[src/adcspi_pkg.sv]
// ----------------------------------------------------------------------------
// adcspi_pkg
// Types, register numbers and helper functions of the ADC SPI register block.
// ----------------------------------------------------------------------------
package adcspi_pkg;

    localparam int SAMPLE_BITS  = 16;
    localparam int NUM_INPUT_CH = 3;

    typedef enum logic [1:0] {
        CMD_BYTE   = 2'd0,
        CMD_CS_ON  = 2'd1,
        CMD_CS_OFF = 2'd2
    } t_cmd;

    typedef enum logic [1:0] {
        PH_IDLE  = 2'd0,
        PH_READ  = 2'd1,
        PH_WRITE = 2'd2
    } t_phase;

    localparam logic [2:0] REG_STATUS    = 3'd0;
    localparam logic [2:0] REG_MODE      = 3'd1;
    localparam logic [2:0] REG_CONFIG    = 3'd2;
    localparam logic [2:0] REG_DATA      = 3'd3;
    localparam logic [2:0] REG_ID        = 3'd4;
    localparam logic [2:0] REG_IO        = 3'd5;
    localparam logic [2:0] REG_OFFSET    = 3'd6;
    localparam logic [2:0] REG_FULLSCALE = 3'd7;

    localparam logic [7:0]             IDLE_BYTE      = 8'hFF;
    localparam logic [7:0]             ID_RESET       = 8'd74;
    localparam logic [15:0]            MODE_RESET     = 16'h000A;
    localparam logic [15:0]            CONFIG_RESET   = 16'h0710;
    localparam logic [15:0]            OFFSET_RESET   = 16'h8000;
    localparam logic [15:0]            FULLSCALE_RESET = 16'h5540;
    localparam logic [SAMPLE_BITS-1:0] SAMPLE_RESET   = 16'h8000;

    typedef struct packed {
        logic [1:0]             cmd;
        logic [7:0]             mosi_byte;
        logic [SAMPLE_BITS-1:0] sample_ch2;
        logic [SAMPLE_BITS-1:0] sample_ch1;
        logic [SAMPLE_BITS-1:0] sample_ch0;
        logic                   samples_valid;
    } t_item;

    typedef struct packed {
        logic [7:0] miso_byte;
        logic [1:0] phase;
    } t_result;

    // Byte count of a register.
    function automatic logic [1:0] reg_bytes(input logic [2:0] r);
        logic [1:0] n;
        case (r)
            REG_STATUS, REG_ID, REG_IO: begin
                n = 2'd1;
            end
            default: begin
                n = 2'd2;
            end
        endcase
        return n;
    endfunction

    // Byte idx of a register value, most significant first, idle byte past the end.
    function automatic logic [7:0] sel_byte(input logic [2:0] r, input logic [1:0] idx,
                                            input logic [15:0] val);
        logic [1:0] n;
        logic [7:0] b;
        n = reg_bytes(r);
        if (idx >= n) begin
            b = IDLE_BYTE;
        end else if (n == 2'd2 && idx == 2'd0) begin
            b = val[15:8];
        end else begin
            b = val[7:0];
        end
        return b;
    endfunction

endpackage

[src/adc_spi_register_interface_top.sv]
// ----------------------------------------------------------------------------
// adc_spi_register_interface_top
// Byte-level slave of an ADC SPI register interface.
// ----------------------------------------------------------------------------
// Usage:
//   Slave stream (s_axis) carries one event per item: a received byte, chip
//   select asserted or chip select deasserted, with the live channel samples.
//   Master stream (m_axis) returns exactly one result per item: the byte to
//   shift out next on MISO and the transfer phase after the event.
//   The cfg channel writes the identification value; it is always ready and
//   is meant to be used while no item is in flight.
//   Path: an accepted item waits in the input register, passes the core's
//   combinational step and is stored in the result register, from which it
//   leaves when m_axis is ready.
//   Throughput: one item per cycle while m_axis is not stalled; the whole step
//   is one pass of the core's combinational logic between the two registers.
//   Reset: synchronous, active low; returns all registers to their reset
//   values, the transfer to idle and MISO to 0xFF.
//   Stall: while m_axis is stalled the result holds; one more item is taken
//   into the input register, then s_axis tready drops until the result leaves.
// ----------------------------------------------------------------------------
module adc_spi_register_interface_top #(
    parameter int NUM_CHANNELS = 3
) (
    input  logic        i_clk,
    input  logic        i_rst_n,
    // configuration write
    input  logic        i_cfg_valid,
    output logic        o_cfg_ready,
    input  logic [7:0]  i_cfg_data,       // id_value
    // input items
    input  logic        i_s_axis_tvalid,
    output logic        o_s_axis_tready,
    input  logic [55:0] i_s_axis_tdata,   // mosi_byte[7:0], sample_ch0[23:8],
                                          // sample_ch1[39:24], sample_ch2[55:40]
    input  logic [2:0]  i_s_axis_tuser,   // cmd[1:0], samples_valid[2]
    // result items
    output logic        o_m_axis_tvalid,
    input  logic        i_m_axis_tready,
    output logic [7:0]  o_m_axis_tdata,   // miso_byte[7:0]
    output logic [1:0]  o_m_axis_tuser    // phase[1:0]
);
    import adcspi_pkg::*;

    logic    w_in_valid;
    t_item   w_item;
    logic    w_out_valid;
    logic    w_advance;
    t_result w_step_result;
    t_result w_out_result;

    // Step the core whenever an item waits and the result register is free or emptying.
    assign w_advance = w_in_valid && (!w_out_valid || i_m_axis_tready);

    assign o_cfg_ready = 1'b1;

    adcspi_in_reg u_in_reg (
        .i_clk     (i_clk),
        .i_rst_n   (i_rst_n),
        .i_valid   (i_s_axis_tvalid),
        .i_data    (i_s_axis_tdata),
        .i_user    (i_s_axis_tuser),
        .i_advance (w_advance),
        .o_ready   (o_s_axis_tready),
        .o_valid   (w_in_valid),
        .o_item    (w_item)
    );

    adcspi_core #(
        .NUM_CHANNELS (NUM_CHANNELS)
    ) u_core (
        .i_clk      (i_clk),
        .i_rst_n    (i_rst_n),
        .i_cfg_we   (i_cfg_valid),
        .i_cfg_data (i_cfg_data),
        .i_step     (w_advance),
        .i_item     (w_item),
        .o_result   (w_step_result)
    );

    adcspi_out_reg u_out_reg (
        .i_clk    (i_clk),
        .i_rst_n  (i_rst_n),
        .i_load   (w_advance),
        .i_result (w_step_result),
        .i_ready  (i_m_axis_tready),
        .o_valid  (w_out_valid),
        .o_result (w_out_result)
    );

    assign o_m_axis_tvalid = w_out_valid;
    assign o_m_axis_tdata  = w_out_result.miso_byte;
    assign o_m_axis_tuser  = w_out_result.phase;

endmodule

[src/adcspi_in_reg.sv]
// ----------------------------------------------------------------------------
// adcspi_in_reg
// Input register: holds one accepted item until the core consumes it.
// ----------------------------------------------------------------------------
module adcspi_in_reg (
    input  logic                i_clk,
    input  logic                i_rst_n,
    input  logic                i_valid,
    input  logic [55:0]         i_data,
    input  logic [2:0]          i_user,
    input  logic                i_advance,
    output logic                o_ready,
    output logic                o_valid,
    output adcspi_pkg::t_item   o_item
);
    import adcspi_pkg::*;

    logic  r_valid;
    t_item r_item;

    assign o_ready = !r_valid || i_advance;
    assign o_valid = r_valid;
    assign o_item  = r_item;

    always_ff @(posedge i_clk) begin
        if (!i_rst_n) begin
            r_valid <= 1'b0;
        end else if (o_ready) begin
            r_valid <= i_valid;
        end
    end

    always_ff @(posedge i_clk) begin
        if (o_ready && i_valid) begin
            r_item.cmd           <= i_user[1:0];
            r_item.samples_valid <= i_user[2];
            r_item.mosi_byte     <= i_data[7:0];
            r_item.sample_ch0    <= i_data[23:8];
            r_item.sample_ch1    <= i_data[39:24];
            r_item.sample_ch2    <= i_data[55:40];
        end
    end

endmodule

[src/adcspi_core.sv]
// ----------------------------------------------------------------------------
// adcspi_core
// Transfer state, register file and sample store; computes one step per item.
// ----------------------------------------------------------------------------
module adcspi_core #(
    parameter int NUM_CHANNELS = 3
) (
    input  logic                i_clk,
    input  logic                i_rst_n,
    input  logic                i_cfg_we,
    input  logic [7:0]          i_cfg_data,
    input  logic                i_step,
    input  adcspi_pkg::t_item   i_item,
    output adcspi_pkg::t_result o_result
);
    import adcspi_pkg::*;

    logic [7:0]             r_id;
    t_phase                 r_phase,  n_phase;
    logic [2:0]             r_cur,    n_cur;
    logic [1:0]             r_bi,     n_bi;
    logic [1:0]             r_bt,     n_bt;
    logic [15:0]            r_acc,    n_acc;
    logic                   r_pend,   n_pend;
    logic [2:0]             r_paddr,  n_paddr;
    logic [1:0]             r_pi,     n_pi;
    logic [7:0]             r_out,    n_out;
    logic [15:0]            r_mode,   n_mode;
    logic [15:0]            r_config, n_config;
    logic [7:0]             r_io,     n_io;
    logic [15:0]            r_offset, n_offset;
    logic [15:0]            r_fs,     n_fs;
    logic [SAMPLE_BITS-1:0] r_store [NUM_CHANNELS];
    logic [SAMPLE_BITS-1:0] n_store [NUM_CHANNELS];

    logic [SAMPLE_BITS-1:0] w_in_samples [NUM_INPUT_CH];
    logic [15:0]            w_val [8];
    logic [15:0]            w_chan_val;
    logic                   w_resume;
    logic                   w_latch;
    logic [7:0]             w_b;
    logic [2:0]             w_new_reg;
    logic [1:0]             w_bi_inc;
    logic [1:0]             w_pi_inc;
    logic [1:0]             w_pend_bt;
    logic [15:0]            w_acc_shift;

    assign w_in_samples[0] = i_item.sample_ch0;
    assign w_in_samples[1] = i_item.sample_ch1;
    assign w_in_samples[2] = i_item.sample_ch2;

    assign w_b         = i_item.mosi_byte;
    assign w_new_reg   = w_b[5:3];
    assign w_bi_inc    = r_bi + 2'd1;
    assign w_pi_inc    = r_pi + 2'd1;
    assign w_pend_bt   = reg_bytes(r_paddr);
    assign w_acc_shift = {r_acc[7:0], w_b};
    assign w_resume    = (w_b == IDLE_BYTE) && r_pend;

    // A read command on the data register captures the live samples if marked valid.
    assign w_latch = (i_item.cmd == CMD_BYTE) && (r_phase == PH_IDLE) && !w_resume
                     && w_b[6] && (w_new_reg == REG_DATA) && i_item.samples_valid;

    always_comb begin
        for (int i = 0; i < NUM_CHANNELS; i++) begin
            if (w_latch && i < NUM_INPUT_CH) begin
                n_store[i] = w_in_samples[i];
            end else begin
                n_store[i] = r_store[i];
            end
        end
    end

    // Channel picked by config; out-of-range channels read as zero.
    always_comb begin
        w_chan_val = '0;
        for (int i = 0; i < NUM_CHANNELS; i++) begin
            if (r_config[2:0] == 3'(i)) begin
                w_chan_val = n_store[i];
            end
        end
    end

    always_comb begin
        w_val[REG_STATUS]    = {13'd0, r_config[2:0]};
        w_val[REG_MODE]      = r_mode;
        w_val[REG_CONFIG]    = r_config;
        w_val[REG_DATA]      = w_chan_val;
        w_val[REG_ID]        = {8'd0, r_id};
        w_val[REG_IO]        = {8'd0, r_io};
        w_val[REG_OFFSET]    = r_offset;
        w_val[REG_FULLSCALE] = r_fs;
    end

    always_comb begin
        n_phase  = r_phase;
        n_cur    = r_cur;
        n_bi     = r_bi;
        n_bt     = r_bt;
        n_acc    = r_acc;
        n_pend   = r_pend;
        n_paddr  = r_paddr;
        n_pi     = r_pi;
        n_out    = r_out;
        n_mode   = r_mode;
        n_config = r_config;
        n_io     = r_io;
        n_offset = r_offset;
        n_fs     = r_fs;
        case (i_item.cmd)
            CMD_BYTE: begin
                if (r_phase == PH_READ) begin
                    // Advance through the register's bytes, drop to idle after the last.
                    n_bi = w_bi_inc;
                    if (w_bi_inc < r_bt) begin
                        n_out = sel_byte(r_cur, w_bi_inc, w_val[r_cur]);
                    end else begin
                        n_phase = PH_IDLE;
                        n_out   = IDLE_BYTE;
                    end
                end else if (r_phase == PH_WRITE) begin
                    n_acc = w_acc_shift;
                    n_bi  = w_bi_inc;
                    if (w_bi_inc >= r_bt) begin
                        n_phase = PH_IDLE;
                        case (r_cur)
                            REG_MODE: begin
                                n_mode = w_acc_shift;
                            end
                            REG_CONFIG: begin
                                n_config = w_acc_shift;
                            end
                            REG_IO: begin
                                n_io = w_acc_shift[7:0];
                            end
                            REG_OFFSET: begin
                                n_offset = w_acc_shift;
                            end
                            REG_FULLSCALE: begin
                                n_fs = w_acc_shift;
                            end
                            default: begin
                            end
                        endcase
                    end
                end else if (w_resume) begin
                    n_phase = PH_READ;
                    n_bt    = w_pend_bt;
                    n_bi    = 2'd0;
                    if (w_pi_inc < w_pend_bt) begin
                        n_pi  = w_pi_inc;
                        n_out = sel_byte(r_paddr, w_pi_inc, w_val[r_paddr]);
                    end else begin
                        n_pend = 1'b0;
                        n_pi   = 2'd0;
                        n_out  = IDLE_BYTE;
                    end
                end else begin
                    // Communication byte.
                    n_cur = w_new_reg;
                    n_bi  = 2'd0;
                    n_bt  = reg_bytes(w_new_reg);
                    n_pi  = 2'd0;
                    if (w_b[6]) begin
                        n_pend  = 1'b1;
                        n_paddr = w_new_reg;
                        n_phase = PH_READ;
                        n_out   = sel_byte(w_new_reg, 2'd0, w_val[w_new_reg]);
                    end else begin
                        n_pend  = 1'b0;
                        n_phase = PH_WRITE;
                        n_acc   = '0;
                    end
                end
            end
            CMD_CS_ON: begin
                if (r_pend) begin
                    n_bt  = w_pend_bt;
                    n_out = sel_byte(r_paddr, r_pi, w_val[r_paddr]);
                end
            end
            CMD_CS_OFF: begin
                n_phase = PH_IDLE;
                n_out   = IDLE_BYTE;
            end
            default: begin
            end
        endcase
    end

    assign o_result.miso_byte = n_out;
    assign o_result.phase     = n_phase;

    always_ff @(posedge i_clk) begin
        if (!i_rst_n) begin
            r_id     <= ID_RESET;
            r_phase  <= PH_IDLE;
            r_cur    <= '0;
            r_bi     <= '0;
            r_bt     <= '0;
            r_acc    <= '0;
            r_pend   <= 1'b0;
            r_paddr  <= '0;
            r_pi     <= '0;
            r_out    <= IDLE_BYTE;
            r_mode   <= MODE_RESET;
            r_config <= CONFIG_RESET;
            r_io     <= '0;
            r_offset <= OFFSET_RESET;
            r_fs     <= FULLSCALE_RESET;
            for (int i = 0; i < NUM_CHANNELS; i++) begin
                r_store[i] <= SAMPLE_RESET;
            end
        end else begin
            if (i_cfg_we) begin
                r_id <= i_cfg_data;
            end
            if (i_step) begin
                r_phase  <= n_phase;
                r_cur    <= n_cur;
                r_bi     <= n_bi;
                r_bt     <= n_bt;
                r_acc    <= n_acc;
                r_pend   <= n_pend;
                r_paddr  <= n_paddr;
                r_pi     <= n_pi;
                r_out    <= n_out;
                r_mode   <= n_mode;
                r_config <= n_config;
                r_io     <= n_io;
                r_offset <= n_offset;
                r_fs     <= n_fs;
                for (int i = 0; i < NUM_CHANNELS; i++) begin
                    r_store[i] <= n_store[i];
                end
            end
        end
    end

endmodule

[src/adcspi_out_reg.sv]
// ----------------------------------------------------------------------------
// adcspi_out_reg
// Result register: holds one result until the receiver takes it.
// ----------------------------------------------------------------------------
module adcspi_out_reg (
    input  logic                i_clk,
    input  logic                i_rst_n,
    input  logic                i_load,
    input  adcspi_pkg::t_result i_result,
    input  logic                i_ready,
    output logic                o_valid,
    output adcspi_pkg::t_result o_result
);
    import adcspi_pkg::*;

    logic    r_valid;
    t_result r_result;

    assign o_valid  = r_valid;
    assign o_result = r_result;

    always_ff @(posedge i_clk) begin
        if (!i_rst_n) begin
            r_valid <= 1'b0;
        end else if (i_load) begin
            r_valid <= 1'b1;
        end else if (i_ready) begin
            r_valid <= 1'b0;
        end
    end

    always_ff @(posedge i_clk) begin
        if (i_load) begin
            r_result <= i_result;
        end
    end

endmodule

[config.mk]
export PLATFORM = sky130hd
export DESIGN_NAME = adc_spi_register_interface_top
export DESIGN_NICKNAME = d
export VERILOG_FILES = /design/src/adcspi_pkg.sv /design/src/adc_spi_register_interface_top.sv /design/src/adcspi_in_reg.sv /design/src/adcspi_core.sv /design/src/adcspi_out_reg.sv
export SDC_FILE = /design/constraint.sdc
export NUM_CORES = 1
export LEC_CHECK = 0
export BUFFER_PORTS_ARGS = -buffer_cell sky130_fd_sc_hd__buf_2
export CAP_MARGIN = 0
export CORE_ASPECT_RATIO = 0.5
export CORE_MARGIN = 8
export CORE_UTILIZATION = 50
export CTS_CLUSTER_DIAMETER = 50
export DETAILED_ROUTE_END_ITERATION = 10
export PLACE_DENSITY_LB_ADDON = 0.1
export SKIP_CTS_REPAIR_TIMING = 1
export SYNTH_ARGS = -nofsm -noshare
export SYNTH_HDL_FRONTEND = slang
export SYNTH_SLANG_ARGS = --single-unit
[constraint.sdc]
create_clock -name i_clk -period 5.35 [get_ports i_clk]
set_input_delay 1.07 -clock i_clk [delete_from_list [all_inputs] [get_ports i_clk]]
set_output_delay 1.07 -clock i_clk [all_outputs]
set_load 0.05 [all_outputs]
Word-level counts from Yosys, hierarchy flattened. Memories as Yosys holds them, arrays and structs flattened. Cells that the tools add are included.

Register bits: 182. Bits in latches: 0. Output and inout bits: 13. Memories kept: 1. Bits in writable memories: 48. Memory bits (read-only): 0. Bits of input ports: 72.

Memory list: u_core.r_store (words 3, width 16, read ports 3, clocked after Yosys merged registers in 0, write ports 3, RTL line adcspi_core.sv:33) `logic [SAMPLE_BITS-1:0] r_store [NUM_CHANNELS];`.

Multiply operators: 0. Shift-type cells: 0. Order comparisons: 10. Reductions and logical operators: 42. Multiplexer cells: 79. Equality and inequality tests: 28. Bitwise gates (word level): 9. Add/sub/neg operators: 2. Div/mod/pow operators: 0.

Operators with widths (number): 16-bit two-way mux (15); 16-bit binary-select mux with 3-bit select (3); 8-bit two-way mux (18); 2-bit two-way mux (31); 6-bit AND reduction (6); 3-bit equality test (second input constant) (8); 8-bit case mux with 3 select lines (1); 5-bit AND reduction (4); 2-bit equality test (second input constant) (6); 4-bit greater-or-equal comparator (second input constant) (3); 3-bit zero test (4); 3-bit inverter with 4-bit output (3); 1-bit logical AND (11); 2-bit zero test (5); 3-bit by 2-bit equality test with 1-bit output (second input constant) (3); 1-bit two-way mux (9); 3-bit OR reduction (3); 8-bit equality test (second input constant) (1); 2-bit greater-or-equal comparator (4); 2-bit != test (second input constant) (4); 2-bit case mux with 2 select lines (2); 3-bit by 1-bit equality test with 1-bit output (second input constant) (2); 2-bit by 1-bit adder with 2-bit output (second input constant) (2); 2-bit by 1-bit equality test with 1-bit output (second input constant) (2); 10 further kinds (20).

Logic depth before layout (Yosys ltp). Gate-level depths: netlist of run 1.

Depth in word-level cells: 21. Depth in mapped cells: 14. Gate-level depth less buffers: 12.

Modules after synthesis. From an unflattened synthesis of run 1, not the netlist that was laid out.

Cells, all modules: 1332. Area, all modules: 12791.0 µm².

Modules (own cells, without submodules): adcspi_core (cells each 1251, sequential area each 3663.5 µm², area each 10597.7 µm², instances 1); adcspi_in_reg (cells each 64, sequential area each 1791.7 µm², area each 1829.3 µm², instances 1); adcspi_out_reg (cells each 13, sequential area each 320.3 µm², area each 341.6 µm², instances 1); adc_spi_register_interface_top (cells each 4, sequential area each 0.0 µm², area each 22.5 µm², instances 1).

Least setup slack after synthesis of run 1. Ideal clock, no wire load.

Path type: reg-to-reg. Start point: register u_core.r_cur[1]. End point: register u_out_reg.r_result, in the netlist u_out_reg.o_result[6] (data pin). Buffers on the path: 5. Period minus slack after synthesis: 3.575 ns. Slack: 1.775 ns. Cell stages (with the launch flop): 15. Arrival: 3.316 ns. Cell sequence: dfxtp_1 > buf_2 > clkbuf_1 > clkbuf_1 > clkbuf_1 > nor2_1 > ha_1 > nand2b_1 > a2111oi_0 > clkbuf_1 > a31oi_1 > a211oi_1 > o221ai_1 > nor3_1 > nand2_1.

Cells in the longest elaborated chain, start to end: 13. Elaborated cells between the ends (all ways): 20.

Ends and longest elaborated chain: from (decl) (RTL line adcspi_core.sv:20) `logic [2:0] r_cur, n_cur;`; from (signal assigned) (RTL line adcspi_core.sv:220) `r_cur <= n_cur;`; 3-bit equality test or 3-bit zero test (tied branches) (RTL line adcspi_pkg.sv:56) `case (r)`; 3-bit OR reduction (RTL line adcspi_pkg.sv:56); 2-bit two-way mux (RTL line adcspi_pkg.sv:56); 2-bit two-way mux (RTL line adcspi_core.sv:115) `if (w_bi_inc < r_bt) begin`; 2-bit two-way mux (RTL line adcspi_core.sv:112) `if (r_phase == PH_READ) begin`; 2-bit two-way mux (RTL line adcspi_core.sv:110) `case (i_item.cmd)`; 2-bit equality test (RTL line adcspi_pkg.sv:75) `end else if (n == 2'd2 && idx == 2'd0) begin`; 1-bit logical AND (RTL line adcspi_pkg.sv:75); 8-bit two-way mux (RTL line adcspi_pkg.sv:75); 8-bit two-way mux (*) (RTL line adcspi_pkg.sv:73) `if (idx >= n) begin`; 8-bit two-way mux (*) (RTL line adcspi_core.sv:115); 8-bit two-way mux (*) (RTL line adcspi_core.sv:112); 8-bit case mux with 3 select lines (*) (RTL line adcspi_core.sv:110); named net u_core.n_out[4] (RTL line adcspi_core.sv:27) `logic [7:0] r_out, n_out;`; to (signal assigned) (RTL line adcspi_out_reg.sv:34) `r_result <= i_result;`; to (decl) (RTL line adcspi_out_reg.sv:17) `t_result r_result;`.

Mark *: on every way through the listed nets, which the timed path passes. The rest lies on a longest branch. The select of a mux whose other input is x is not followed. A chain may end at the register's enable or synchronous reset.

Final worst setup path of run 1.
Start point: register u_core.r_cur[2]. End point: register u_out_reg.r_result, in the netlist u_out_reg.o_result[7] (data pin).

The elaborated chain is that of the path after synthesis.

==> results of run 1 <==
==> worst max-delay path: stages, from the launching register on <==
cell       delay [ns]
dfxtp_1          1.12
nor2b_1          0.46
nor2_1           0.28
ha_1             0.26
nand2b_1         0.15
a2111oi_2        0.35
buf_4            0.28
nand2_1          0.10
a211oi_1         0.35
a211o_1          0.16
nand3_1          0.09
a21oi_1          0.22
nand3_1          0.10
==> layer usage <==
metal / GRT usage / vias to the layer above / wire length (um)
li1: - / 4918 / -
met2: 0.402 / 607 / 18500
met1: 0.431 / 5479 / 20900
met5: 0.0271 / - / 105
met3: 0.0920 / 57 / 5270
met4: 0.0452 / 4 / 647
==> layout make-up <==
class	count	share of cell area
Multi-Input combinational cell	945	0.455
Sequential cell	230	0.409
Timing Repair Buffer	112	0.0448
Clock buffer	28	0.0435
Tap cell	344	0.0305
Clock inverter	10	0.00929
Inverter	30	0.00797
==> kinds of logic after synthesis <==
logic type,count (synthesis)
flops,230
xor+xnor,1
compound gates,350
other cells,1
fa+ha+maj,14
mux,135
simple gates,444
buf+inv,122
==> cell usage in the layout, fill, tap and decap left out, types with 6 or more instances in the layout <==
master	count
a211oi_1	15
a21boi_0	9
a21oi_1	95
a221oi_1	9
a22o_1	6
a22oi_1	25
a31oi_1	11
a32oi_1	6
and2_1	10
and3_1	13
buf_2	83
buf_4	29
clkbuf_16	23
clkinv_1	6
dfxtp_1	112
edfxtp_1	117
ha_1	14
inv_1	26
mux2_2	13
mux2i_1	101
mux4_2	21
nand2_1	165
nand2b_1	12
nand3_1	28
nand4_1	14
nor2_1	64
nor2b_1	84
nor3_1	12
nor3b_1	7
o211ai_1	9
o21ai_0	62
o21bai_1	6
o221ai_1	9
o22ai_1	10
o31ai_1	12
==> how the worst max path moves through the flow <==
stage / startpoint / to / slack (ns) / depth (start not counted)
after global placement: u_core.r_cur[2] / u_out_reg.o_result[7] / 1.35 / 12
after global routing: u_core.r_cur[2] / u_out_reg.o_result[7] / 1.12 / 12
after floorplan: u_core.r_cur[1] / u_out_reg.o_result[6] / 1.78 / 14
final: u_core.r_cur[2] / u_out_reg.o_result[7] / 1.16 / 12
after detailed placement: u_core.r_cur[2] / u_out_reg.o_result[7] / 1.36 / 12
after CTS: u_core.r_cur[2] / u_out_reg.o_result[7] / 1.32 / 12
==> stage by stage <==
stage	instance area (sq um)	util	setup WS [ns]
5_1_grt	14100	0.563	1.12
2_1_floorplan	12700	-	1.78
3_3_place_gp	13400	0.534	1.35
3_5_place_dp	13400	0.534	1.36
4_1_cts	14100	0.563	1.32
6_report	14100	0.563	1.16
==> power breakdown <==
group / internal [mW] / switching [mW] / leakage, nW
Combinational: 0.120 / 0.225 / 2.35
Sequential: 1.92 / 0.0470 / 2.08
Clock: 0.958 / 0.697 / 0.360
==> state kept, by name (all words and copies together) (netlist names) <==
name,cells
u_core.r_bi,2
u_core.r_offset,16
u_core.r_config,16
u_core.r_bt,2
u_core.r_paddr,3
u_core.r_pend,1
u_core.r_pi,2
u_out_reg.o_result,10
u_core.r_fs,16
u_in_reg.o_item,59
u_core.r_cur,3
u_core.r_id,8
u_core.r_acc,8
u_in_reg.o_valid,1
u_out_reg.o_valid,1
u_core.r_out,8
u_core.r_store,48
u_core.r_mode,16
u_core.r_io,8
u_core.r_phase,2
==> flow_summary_export.csv, run 1 <==
group,metric,value,unit
run_status,outcome,"completed",
logic_synthesis,synthSimpleGateAreaFrac,0.178,
clock_network,clk_pin_slew_worst_paths,0.06,ns
clock_network,cts_tree,"done",
placement,gp_congestion,1.05,
logic_synthesis,synth_warnings,0,
logic_synthesis,synth_mux_area_frac,0.128,
min_path,hold_path_class,"reg2reg",
clock_network,clock_path_buffers,3,
floorplanning,die_x,241,um
route,wirelength,45400,um
sta,final.period_utilization,0.783,
worst_setup_path,crit_path_start_kind,"register",
sta,rsz0062_at_grt,"false",
sta,setup_tns,0,ns
floorplanning,core_area,25100,sq um
logic_synthesis,synth_edf_count,117,
global_routing,grt_pass1_wl,67400,um
logic_synthesis,synth_top_area_frac,0.276,
worst_setup_path,crit_type,"reg2reg",
global_routing,grt.total_usage,0.288,
worst_setup_path,reg2reg_slack,1.16,ns
sta,finClkSkew,0.0196,ns
logic_synthesis,synth_seq_cells,230,
logic_synthesis,synthArstFlopShare,0,
clock_network,cts.sinks,230,
clock_network,htree_levels,1,
global_routing,antenna_found_initial,1,
min_path,min_delay_path_depth,2,
clock_network,numCtsBuffers,22,
logic_synthesis,synthTopCellsByCount,"nand2_1, edfxtp_1, dfxtp_1",
final_layout,fillers,2240,
sta,final_max_slew_viol_count,0,
min_path,hold_path_startpoint,"u_core.r_mode[3]",
floorplanning,rows,41,
power,ir_drop,0.278,mV
power,powerDensity,281,nW/um^2
clock_network,cts-root-buf,"clkbuf_16",
route,ant_nets,0,
route,vias,11100,
final_layout,seqCellArea,5780,sq um
logic_synthesis,synthAdderAreaFrac,0.0138,
logic_synthesis,yosys.area.top_type,"edfxtp_1",
logic_synthesis,synth.most_common_cell,"nand2_1",
worst_setup_path,required,5.61,ns
sta,hold-worst-slack,0.518,ns
route,drt_first_pass_iters,9,
final_layout,instances_no_fill,1699,
placement,dp_hpwl,32600,um
power,total_power,3.97,mW
final_layout,antennaDiodeCount,0,
logic_synthesis,synth_cell_types,86,
route,route.detailed.drc,0,
logic_synthesis,postSynthAreaPerCell,9.80,sq um
clock_network,clock_latency,0.53,ns
worst_setup_path,r2r_start,"u_core.r_cur[2]",
worst_setup_path,worstPathArrival,4.45,ns
floorplanning,fp.dieArea,31100,sq um
worst_setup_path,cp_max_fo,30,
global_routing,grt_max_degree,106,
floorplanning,start_util,0.507,
logic_synthesis,synth_area_leaders,"edfxtp_1, dfxtp_1, mux2i_1",
sta,max_freq,0.239,GHz
worst_setup_path,reg2reg_depth,12,
route,drtIter0Drc,1507,
worst_setup_path,cp-end-kind,"register",
min_path,hold_end,"u_core.r_mode[3]",
logic_synthesis,netlist_area,12700,sq um
placement,dp.cells,1661,
logic_synthesis,synth_compound_area_frac,0.184,
sta,hold_viol,0,
logic_synthesis,ys.flop_type,"edfxtp_1",
placement,port_buffers,83,
sta,tightest_slew,1.34,ns
route,wl_per_cell,26.7,um
logic_synthesis,syn_inst,1297,
worst_setup_path,worst_r2r_endpoint,"u_out_reg.o_result[7]",
sta,fin_crit,4.19,ns
sta,relSlewSlack,0.0842,
route,via_per_inst,6.51,
sta,setup_viol,0,
global_routing,grt_pass1_vias,10300,
power,leakage,4.80,nW
final_layout,final_nets,1427,
floorplanning,num_io_pins,85,
logic_synthesis,ys_seq_area_frac,0.454,
final_layout,syn_to_final_growth,11.2,%
logic_synthesis,synth_top_family_by_area,"compound AO/OA/AOI/OAI gates",
final_layout,drive_gt1_frac,0.151,
logic_synthesis,synth_nets,1383,
global_routing,overflow,0,
floorplanning,dieHeight,129,um
flow_run,cap_violations,0,
final_layout,multi_input_area,6440,sq um
logic_synthesis,synth-xor-area-share,0.000689,
No activity file was read; power rests on OpenSTA's default activity.
==> run 2, diff against run 1 <==
==> constraint.sdc (replaced) <==
create_clock -name i_clk -period 3.77 [get_ports i_clk]
set_input_delay 0.754 -clock i_clk [delete_from_list [all_inputs] [get_ports i_clk]]
set_output_delay 0.754 -clock i_clk [all_outputs]
set_load 0.05 [all_outputs]
==> flow_summary_export.csv, run 2 (synthesis results as in run 1) <==
group,metric,value,unit
run_status,outcome,"completed",
route,drtIter0Drc,1330,
route,wl_per_cell,26.9,um
clock_network,cts_tree,"done",
final_layout,instances_no_fill,1726,
floorplanning,fp.dieArea,31100,sq um
power,powerDensity,397,nW/um^2
sta,final_max_slew_viol_count,0,
global_routing,grt.total_usage,0.294,
worst_setup_path,worstPathArrival,3.70,ns
sta,max_freq,0.306,GHz
sta,setup_viol,0,
worst_setup_path,required,4.19,ns
sta,rsz0062_at_grt,"false",
final_layout,largest_register_ffs,59,
worst_setup_path,cp_max_fo,27,
placement,port_buffers,83,
worst_setup_path,crit_type,"reg2reg",
power,total_power,5.70,mW
sta,tightest_slew,0.970,ns
sta,fin_crit,3.27,ns
clock_network,clock_latency,0.54,ns
final_layout,final_cell_mix,"nand2_1, edfxtp_1, dfxtp_1, mux2i_1, a21oi_1",
final_layout,utilization,0.572,
clock_network,clock_path_buffers,3,
route,drt_first_pass_iters,6,
route,via_per_inst,6.49,
global_routing,antenna_found_initial,2,
placement,dpl_cell_area,13600,sq um
floorplanning,die_x,241,um
route,wirelength,46400,um
placement,dp_hpwl,33700,um
clock_network,htree_levels,1,
clock_network,numCtsBuffers,23,
clock_network,clk_pin_slew_worst_paths,0.07,ns
placement,gp_congestion,1.07,
placement,dp.cells,1685,
route,ant_nets,0,
clock_network,cts-root-buf,"clkbuf_16",
final_layout,antennaDiodeCount,0,
worst_setup_path,crit_path_start_kind,"register",
sta,hold_viol,0,
sta,finClkSkew,0.0150,ns
floorplanning,start_util,0.507,
global_routing,grt_max_degree,106,
min_path,hold_path_class,"in2reg",
final_layout,drive_gt1_frac,0.165,
final_layout,stdcell_area,14400,sq um
final_layout,final_common_cell,"nand2_1",
flow_run,cap_violations,0,
clock_network,cts.sinks,230,
floorplanning,num_io_pins,85,
floorplanning,rows,41,
route,route.detailed.drc,0,
route,vias,11200,
final_layout,syn_to_final_growth,12.9,%
final_layout,final_nets,1452,
worst_setup_path,cp-end-kind,"register",
power,leakage,4.93,nW
global_routing,overflow,0,
floorplanning,core_area,25100,sq um
sta,final.period_utilization,0.868,
global_routing,grt_pass1_wl,68500,um
global_routing,grt_pass1_vias,10600,
sta,relSlewSlack,0.353,
power,ir_drop,0.327,mV
floorplanning,dieHeight,129,um
sta,setup_tns,0,ns
==> run 2: cell types whose count changed in the layout (fill, tap and decap cells not counted), sizes merged <==
cell,delta
clkbuf,+4
clkinvlp,-1
buf,+24
==> run 2: path summary, 6_finish.rpt <==
path / start / endpoint / slack [ns] / depth (start not counted)
worst max-delay path: u_in_reg.o_item[58] / u_core.r_out[0] / 0.50 / 9
worst min register to register: u_core.r_out[6] / u_core.r_out[6] / 0.52 / 1
worst min-delay path: i_s_axis_tdata[12] / u_in_reg.o_item[5] / 0.39 / 1
worst max register to register: u_in_reg.o_item[58] / u_core.r_out[0] / 0.50 / 9
==> run 2: area by class of cell <==
cell class	instances	area [sq um]
clock buffers	32	629
clock inverters	9	144
fillers	2199	10700
inverters	30	113
multi-input cells	945	6440
flip-flops and latches	230	5780
well taps	344	430
repair buffers	136	826
==> run 2: per-stage QoR <==
stage	hold WS, ns	setup WS, ns
finish	0.393	0.499
global route	0.375	0.373
CTS	0.373	0.586
detailed placement	0.492	0.571
global placement	0.484	0.567
floorplan	0.459	0.195
==> run 2: metal layers <==
layer / vias to the layer above / part of all wire / global-route usage
li1: 4981 / - / -
met1: 5508 / 0.45 / 0.427
met2: 628 / 0.40 / 0.403
met3: 74 / 0.13 / 0.121
met4: 4 / 0.018 / 0.0600
met5: - / 0.00050 / 0
==> run 2: worst max-delay path: stages (launching register included) <==
cell and delay [ns]:
edfxtp_1 0.55, or3b_4 0.56, nor3_4 0.19, buf_4 0.34, mux2i_1 0.24, nor3_1 0.37, o31ai_1 0.17, nor4_1 0.39
nand3_1 0.16, o22a_1 0.18
==> run 2: power by group <==
part	leakage, nW	switching [mW]	internal, mW
sequential	2.08	0.0608	2.73
combinational	2.47	0.338	0.180
clock	0.370	1.01	1.38
total	4.93	1.41	4.29
